### src/hdl/tdaq_pkg.sv
// tdaq_pkg.sv: shared types, thresholds and level mapping for the quantizer
`default_nettype none

package tdaq_pkg;

    localparam int unsigned SampleWidth    = 16;
    localparam int unsigned LevelWidth     = 4;
    localparam int unsigned ThresholdCount = 16;
    localparam int unsigned CountWidth     = $clog2(ThresholdCount + 1);

    localparam logic signed [SampleWidth-1:0] THRESHOLDS [ThresholdCount] = '{
        -16'sd30721, -16'sd27701, -16'sd24681, -16'sd21661,
        -16'sd18641, -16'sd15621, -16'sd12601, -16'sd9581,
        16'sd9580,   16'sd12600,  16'sd15620,  16'sd18640,
        16'sd21660,  16'sd24680,  16'sd27700,  16'sd30720
    };

    // code value that would mean -8, never produced
    localparam logic signed [LevelWidth-1:0] LEVEL_NEG_FULL = 4'sb1000;

    typedef struct packed {
        logic signed [SampleWidth-1:0] x_value;
        logic signed [SampleWidth-1:0] y_value;
    } in_t;

    typedef struct packed {
        logic signed [LevelWidth-1:0] x_level;
        logic signed [LevelWidth-1:0] y_level;
    } out_t;

    // rising: thresholds at or below the sample; falling: strictly below.
    // both paths reduce to clamping the count to 1..15 and removing the offset of 8
    function automatic logic signed [LevelWidth-1:0] quantize(
        input logic signed [SampleWidth-1:0] sample,
        input logic signed [SampleWidth-1:0] previous
    );
        logic                  rising;
        logic [CountWidth-1:0] cnt;
        logic [LevelWidth-1:0] code;
        rising = (sample >= previous);
        cnt = '0;
        for (int i = 0; i < ThresholdCount; i++) begin
            if (rising ? (THRESHOLDS[i] <= sample) : (THRESHOLDS[i] < sample)) begin
                cnt = cnt + CountWidth'(1);
            end
        end
        if (cnt == '0) begin
            code = LevelWidth'(1);
        end else if (cnt > CountWidth'(ThresholdCount - 1)) begin
            code = LevelWidth'(ThresholdCount - 1);
        end else begin
            code = cnt[LevelWidth-1:0];
        end
        return signed'(code ^ LEVEL_NEG_FULL);
    endfunction

endpackage

`default_nettype wire

### src/hdl/two_axis_direction_aware_quantizer_core.sv
// Two-axis direction-aware quantizer: one X/Y sample pair in, one pair of
// levels (-7..+7) out per transfer. Each axis is compared against 16 fixed
// thresholds; a sample at or above the previous one on its axis counts the
// thresholds at or below it, a falling sample counts those strictly below it,
// which puts one level of hysteresis at each threshold. The previous samples
// reset to zero. Throughput is one transfer per cycle while m_ready does not
// stall the output; an input transfer is held in the input register, then
// passes the comparator bank into the result register. A waiting result does
// not block the next input transfer while the input register is free.
`default_nettype none

module two_axis_direction_aware_quantizer_core (
    input  wire           aclk,
    input  wire           aresetn,
    input  wire           s_valid,
    output logic          s_ready,
    input  tdaq_pkg::in_t s_data,
    output logic          m_valid,
    input  wire           m_ready,
    output tdaq_pkg::out_t m_data
);
    import tdaq_pkg::*;

    logic                          s1_valid_reg;
    in_t                           s1_data_reg;
    logic signed [SampleWidth-1:0] s1_prev_x_reg;
    logic signed [SampleWidth-1:0] s1_prev_y_reg;
    logic signed [SampleWidth-1:0] prev_x_reg;
    logic signed [SampleWidth-1:0] prev_y_reg;
    logic                          m_valid_reg;
    out_t                          m_data_reg;
    out_t                          m_data_next;
    logic                          advance;
    logic                          s_fire;

    assign advance = !m_valid_reg || m_ready;
    assign s_ready = !s1_valid_reg || advance;
    assign s_fire  = s_valid && s_ready;

    assign m_data_next.x_level = quantize(s1_data_reg.x_value, s1_prev_x_reg);
    assign m_data_next.y_level = quantize(s1_data_reg.y_value, s1_prev_y_reg);

    always_ff @(posedge aclk) begin
        if (!aresetn) begin
            s1_valid_reg <= 1'b0;
            m_valid_reg  <= 1'b0;
            prev_x_reg   <= '0;
            prev_y_reg   <= '0;
        end else begin
            if (s_fire) begin
                s1_valid_reg <= 1'b1;
                prev_x_reg   <= s_data.x_value;
                prev_y_reg   <= s_data.y_value;
            end else if (advance) begin
                s1_valid_reg <= 1'b0;
            end
            if (advance) begin
                m_valid_reg <= s1_valid_reg;
            end
        end
    end

    // payload registers; previous sample is captured alongside the new one
    always_ff @(posedge aclk) begin
        if (s_fire) begin
            s1_data_reg   <= s_data;
            s1_prev_x_reg <= prev_x_reg;
            s1_prev_y_reg <= prev_y_reg;
        end
        if (advance && s1_valid_reg) begin
            m_data_reg <= m_data_next;
        end
    end

    assign m_valid = m_valid_reg;
    assign m_data  = m_data_reg;

endmodule

`default_nettype wire

### config.mk
export PLATFORM = sky130hd
export DESIGN_NAME = two_axis_direction_aware_quantizer_core
export DESIGN_NICKNAME = d
export VERILOG_FILES = /design/src/hdl/tdaq_pkg.sv /design/src/hdl/two_axis_direction_aware_quantizer_core.sv
export SDC_FILE = /design/constraint.sdc
export NUM_CORES = 1
export LEC_CHECK = 0
export BUFFER_PORTS_ARGS = -buffer_cell sky130_fd_sc_hd__buf_2
export CAP_MARGIN = 20
export CORE_MARGIN = 2
export CORE_UTILIZATION = 56
export DETAILED_ROUTE_END_ITERATION = 10
export HOLD_SLACK_MARGIN = 0.02
export PLACE_DENSITY = 0.74
export SETUP_SLACK_MARGIN = 0.05
export SYNTH_ARGS = -nofsm -noshare
export SYNTH_HDL_FRONTEND = slang
export SYNTH_SLANG_ARGS = --single-unit
### constraint.sdc
create_clock -name aclk -period 13.9 [get_ports aclk]
set_input_delay 1.39 -clock aclk [delete_from_list [all_inputs] [get_ports aclk]]
set_output_delay 1.39 -clock aclk [all_outputs]
set_load 0.02 [all_outputs]
# After elaboration in Yosys (flattened, before gate mapping)

Index checks and enable logic that the tools add are counted.

Register bits: 106
Input bits: 36
Logic and storage cells: 195

$add $sub $neg: 30
Order comparisons: 68
Muxes and demuxes: 70
Bitwise gates (word level): 2
Reduce and logical (&&, ||, !) cells: 11

Operator list:

| operator                                             | count |
|---|---|
| <= comparator 16 bit, first input constant           | 20 |
| < comparator 16 bit, first input constant            | 20 |
| <= comparator 15 x 16 -> 1 bit, first input constant | 12 |
| < comparator 15 x 16 -> 1 bit, first input constant  | 12 |
| adder 5 x 1 -> 5 bit, second input constant          | 30 |
| two-way mux 5 bit                                    | 30 |
| two-way mux 1 bit                                    | 36 |
| greater-or-equal comparator 16 bit                   | 2 |
| two-way mux 4 bit                                    | 4 |
| > comparator 5 x 4 -> 1 bit, second input constant   | 2 |
| logical NOT 5 bit                                    | 2 |
| OR reduction 2 bit                                   | 2 |
| logical AND 1 bit                                    | 2 |
| logical NOT 1 bit                                    | 2 |
| logical OR 1 bit                                     | 2 |
| inverter 1 bit                                       | 2 |
| nonzero test 2 bit                                   | 1 |

# Depth between registers and ports, before layout

Depth in word-level cells: 37
Depth in mapped cells: 63
Gate-level depth less buffers: 63

# Worst setup path before layout

OpenSTA, ideal clock, no wires.

Kind: register to register
From: register s1_data_reg[31] in the netlist's numbering
To: register m_data_reg (netlist bit m_data[4]), data pin
Setup time: 0.259 ns
Data arrival time: 10.404 ns
Required time: 13.641 ns
Path slack: 3.237 ns
Stages on the path, launching flop included: 61
Path buffers: 0
Period minus slack after synthesis: 10.663 ns
Cell sequence: edfxtp_1 > ha_1 > nand4_2 > or4_4 > o21a_4 > a31oi_1 > nand2_1 > o41ai_1 > inv_1 > ha_1 > xnor2_1 > ha_1 > nand2_1 > nand2_1 > ha_1 > inv_1 > o32a_1 > nand2_1 > [... 25 more ...] > nor2_1 > inv_1 > ha_1 > nand2_1 > o21ai_0 > ha_1 > nand2_1 > o21ai_0 > or2_2 > ha_1 > nor2_1 > nor2_1 > ha_1 > nand2_1 > nor4b_1 > mux2i_1 > xnor2_1 > a211o_1

Cells in the longest elaborated chain, start to end: 35

RTL lines:

| what                                                                    | RTL line                                      | RTL |
|---|---|---|
| start, declared                                                         | two_axis_direction_aware_quantizer_core.sv:25 | `in_t s1_data_reg;` |
| start signal, assigned                                                  | two_axis_direction_aware_quantizer_core.sv:66 | `s1_data_reg <= s_data;` |
| < comparator 16 bit (tied with other cells)                             | tdaq_pkg.sv:43                                | `if (rising ? (THRESHOLDS[i] <= sample) : (THRESHOLDS[i] < sample)) begin` |
| two-way mux 1 bit (2 in a row)                                          | tdaq_pkg.sv:43                                |  |
| adder 5 x 1 -> 5 bit                                                    | tdaq_pkg.sv:44                                | `cnt = cnt + CountWidth'(1);` |
| two-way mux 5 bit                                                       | tdaq_pkg.sv:43                                |  |
| adder 5 x 1 -> 5 bit                                                    | tdaq_pkg.sv:44                                |  |
| two-way mux 5 bit                                                       | tdaq_pkg.sv:43                                |  |
| adder 5 x 1 -> 5 bit                                                    | tdaq_pkg.sv:44                                |  |
| two-way mux 5 bit                                                       | tdaq_pkg.sv:43                                |  |
| [... 18 more ...]                                                       | -                                             |  |
| adder 5 x 1 -> 5 bit                                                    | tdaq_pkg.sv:44                                |  |
| two-way mux 5 bit                                                       | tdaq_pkg.sv:43                                |  |
| adder 5 x 1 -> 5 bit                                                    | tdaq_pkg.sv:44                                |  |
| two-way mux 5 bit                                                       | tdaq_pkg.sv:43                                |  |
| adder 5 x 1 -> 5 bit                                                    | tdaq_pkg.sv:44                                |  |
| two-way mux 5 bit (*)                                                   | tdaq_pkg.sv:43                                |  |
| > comparator 5 x 4 -> 1 bit / logical NOT 5 bit (equally long branches) | tdaq_pkg.sv:49, tdaq_pkg.sv:47                |  |
| OR reduction 2 bit (no line)                                            | -                                             |  |
| end signal, assigned                                                    | two_axis_direction_aware_quantizer_core.sv:71 | `m_data_reg <= m_data_next;` |
| end, declared                                                           | two_axis_direction_aware_quantizer_core.sv:31 | `out_t m_data_reg;` |

Mark *: on every way between the ends. The rest lies on a longest branch, timed or not.
A chain may end at the register's enable or synchronous reset.

# Worst setup path in the final report

Ends and elaborated chain as after synthesis.

==> flow_metrics.py <==
metrics = {
    "synthesis": {
        "yosys_register_bits": 106,
        "synthArstFlopShare_pct": 0,
        "synthCells": 1111,
        "seq_area_frac_synth_pct": 29.8,
        "syn_nets": 1209,
        "yosys-top-cells-area": "edfxtp_1, ha_1, dfxtp_1",
        "synth_cell_types": 105,
        "netlist.area_leader.share_pct": 22.7,
        "ys_warn_count": 0,
        "synthesis.area_sq_um": 9540,
        "syn_area_per_cell_sq_um": 8.59,
        "synth_flop_cell": "edfxtp_1",
        "synth_edf_count": 72,
        "synth_top_area_cell": "edfxtp_1",
    },
    "hold_path": {
        "hold_class": "register to register",
        "min_to": "s1_prev_y_reg[13]$_DFFE_PP_",
        "hold_depth": 0,
        "min-delay-start": "prev_y_reg[13]$_SDFFE_PN0P_",
    },
    "clock_network": {
        "cts_resized": 0,
        "htreeDepth": 3,
        "cts_hold_buffers": 0,
        "post_cts_buffers": 0,
        "clk_pin_slew_ns": 0.09,
        "insertion_delay_ns": 0.37,
        "clock-sinks": 106,
        "clockBufferDepth": 2,
        "cts_buffers": 9,
        "cts-root-buf": "clkbuf_16",
        "tritoncts": "built",
    },
    "floorplan": {
        "boundaryPins": 46,
        "die_y_um": 135,
        "die_w_um": 135,
        "die_area_sq_um": 18100,
        "row_count": 47,
        "core_sq_um": 16600,
        "initial_core_util_pct": 57.3,
    },
    "timing": {
        "final_hold_viol_count": 0,
        "tns_ns": 0,
        "slew_headroom_pct": 38.4,
        "tightest_slew_ns": 0.924,
        "rsz0062_at_grt": "no",
        "setup_viol": 0,
        "slew_violations": 0,
        "min_period_ns": 12.38,
        "fmax_mhz": 80.8,
        "finClkSkew_ns": 0.0196,
        "fin_crit_sh_pct": 89.1,
    },
    "global_route": {
        "grt_usage_pct": 24.5,
        "grt_pass1_vias": 7368,
        "grt_max_degree": 83,
        "overflow": 0,
        "grt_pass1_wl_um": 36400,
        "antenna_found_initial": 0,
    },
    "power_and_ir_drop": {
        "finalPower_mw": 1.32,
        "vdd_drop_max_v": 0.000102,
        "p_leak_nw": 3.97,
        "p_per_area_nw_per_um2": 130,
    },
    "cells_and_area": {
        "finalNonFillerCells": 1345,
        "area_growth_pct": 6.60,
        "num-nets-final": 1218,
        "largest_reg_flops": 32,
        "layout-drive-gt1-share_pct": 11.5,
        "fillers": 1415,
        "multi_input_area_sq_um": 6240,
        "n_antenna_cell": 0,
        "register_area_sq_um": 2840,
        "design_area_sq_um": 10200,
    },
    "run_status": {
        "outcome": "finished, final reports clean",
    },
    "route": {
        "drtIter0Drc": 710,
        "finalWirelength_um": 22000,
        "first_pass_iters": 6,
        "antenna_left": 0,
        "wl_per_cell_um": 16.3,
        "vias_per_cell": 6.16,
        "vias": 8290,
        "drc_errors": 0,
    },
    "worst_setup_path": {
        "slowest_delay_ns": 0.63,
        "worstPathRequired_ns": 14.02,
        "cp.arrival_ns": 12.50,
        "crit_top_cell": "ha_1",
        "r2r_start": "s1_data_reg[31]$_DFFE_PP_",
        "crit_slowest_cell": "o41ai_1",
        "cp_max_fo": 14,
        "critical_path_class": "register to register",
        "rr_endpoint": "m_data[4]$_SDFFCE_PP1P_",
        "critPathLaunchType": "register",
        "end_kind": "register",
        "reg2reg_slack_ns": 1.52,
        "worst_r2r_path_depth": 60,
    },
    "place": {
        "place_area_sq_um": 9850,
        "io_buffer_count": 45,
        "gp_congestion": 0.962,
        "dp.cells": 1329,
        "dp_hpwl_um": 16500,
    },
    "job": {
        "cap_violations": 0,
    },
}
## stage by stage
step	hold slack [ns]	worst slack (ns)	utilization [%]
after floorplan	0.408	3.24	-
after global placement	0.411	1.74	59.2
after detailed placement	0.413	1.63	59.2
after CTS	0.424	1.56	61.1
after global routing	0.429	0.662	61.1
final	0.419	1.52	61.1
## Yosys cell counts, types with 6 or more instances
master / instances
mux2i_1: 9
and2_1: 20
edfxtp_1: 72
nand4_1: 15
nor2b_1: 16
xnor2_1: 54
a211oi_1: 16
a21oi_1: 49
o21ai_0: 36
clkbuf_1: 41
o31ai_1: 9
a21boi_0: 37
and3_1: 7
a41oi_1: 7
dfxtp_1: 34
or3_1: 6
nand3_1: 21
nor4b_1: 6
xor2_1: 14
o211ai_1: 9
ha_1: 62
a31oi_1: 12
inv_1: 66
o21a_1: 9
nor4_1: 17
a211o_1: 7
or2_2: 16
a21o_1: 12
nor3_1: 27
nor2_1: 65
nand2_1: 170
nand2b_1: 12
nand4b_1: 8
## layout make-up
type	instances	area share (%)
multi-input combinational	889	61.3
clock buffer	9	2.21
tap	220	2.71
sequential	106	28.0
inverter	67	2.49
clock inverter	7	0.935
timing repair buffer	47	2.36
## placed cells by master (no fill, tap or decap), types with 12 or more instances in the layout
cell type and count:
nand4_1 15, a211oi_1 16, nand2_1 170, edfxtp_1 72, nand2b_1 12, nand3_1 21, a21boi_0 37, o21ai_0 36
nor4_1 17, and2_1 20, a21o_1 12, a31oi_1 12, xor2_1 14, or2_2 16, xnor2_1 54, a21oi_1 49
buf_2 45, nor2b_1 16, dfxtp_1 34, nor3_1 27, nor2_1 65, ha_1 62, inv_1 65
## cell families after synthesis
group	Yosys count	share of synthesized area, %
muxes	14	1.53
and+or+nand+nor	439	23.4
AOI/OAI and AO/OA	288	22.4
adders and majority gates	63	8.24
buffers and inverters	116	4.81
xor gates and xnor gates	85	9.78
DFF	106	29.8
## layer usage
layer | GRT usage (%) | share of wire, %
met2 | 36.8 | 43
met3 | 3.34 | 5.9
met5 | 0 | 0
met4 | 8.25 | 2.2
met1 | 36.5 | 49
## how the worst max path moves through the flow
stage	from	end	cells past startpoint	slack, ns
final	s1_data_reg[31]$_DFFE_PP_	m_data[4]$_SDFFCE_PP1P_	60	1.52
after detailed placement	s1_data_reg[31]$_DFFE_PP_	m_data[4]$_SDFFCE_PP1P_	60	1.63
after global placement	s1_data_reg[31]$_DFFE_PP_	m_data[4]$_SDFFCE_PP1P_	60	1.74
after global routing	s1_data_reg[31]$_DFFE_PP_	m_data[4]$_SDFFCE_PP1P_	60	0.66
after floorplan	s1_data_reg[31]$_DFFE_PP_	m_data[4]$_SDFFCE_PP1P_	60	3.24
after CTS	s1_data_reg[31]$_DFFE_PP_	m_data[4]$_SDFFCE_PP1P_	60	1.56
## report_power, final
group / leakage [nW] / switching (mW) / internal (mW)
Combinational: 2.82 / 0.356 / 0.284
Clock: 0.157 / 0.134 / 0.145
Sequential: 0.994 / 0.0261 / 0.375
## critical path: cells and delay by family, from the launching register on
kind / cells / cell delay, ns
multiplexers: 2 / 0.20
flip-flops: 1 / 0.60
AO/OA/AOI/OAI: 11 / 2.60
adder cells (fa/ha/maj): 15 / 4.49
AND/OR/NAND/NOR: 24 / 3.50
XOR/XNOR: 2 / 0.35
buffers and inverters: 6 / 0.36
No activity file was read; power rests on OpenSTA's default activity.
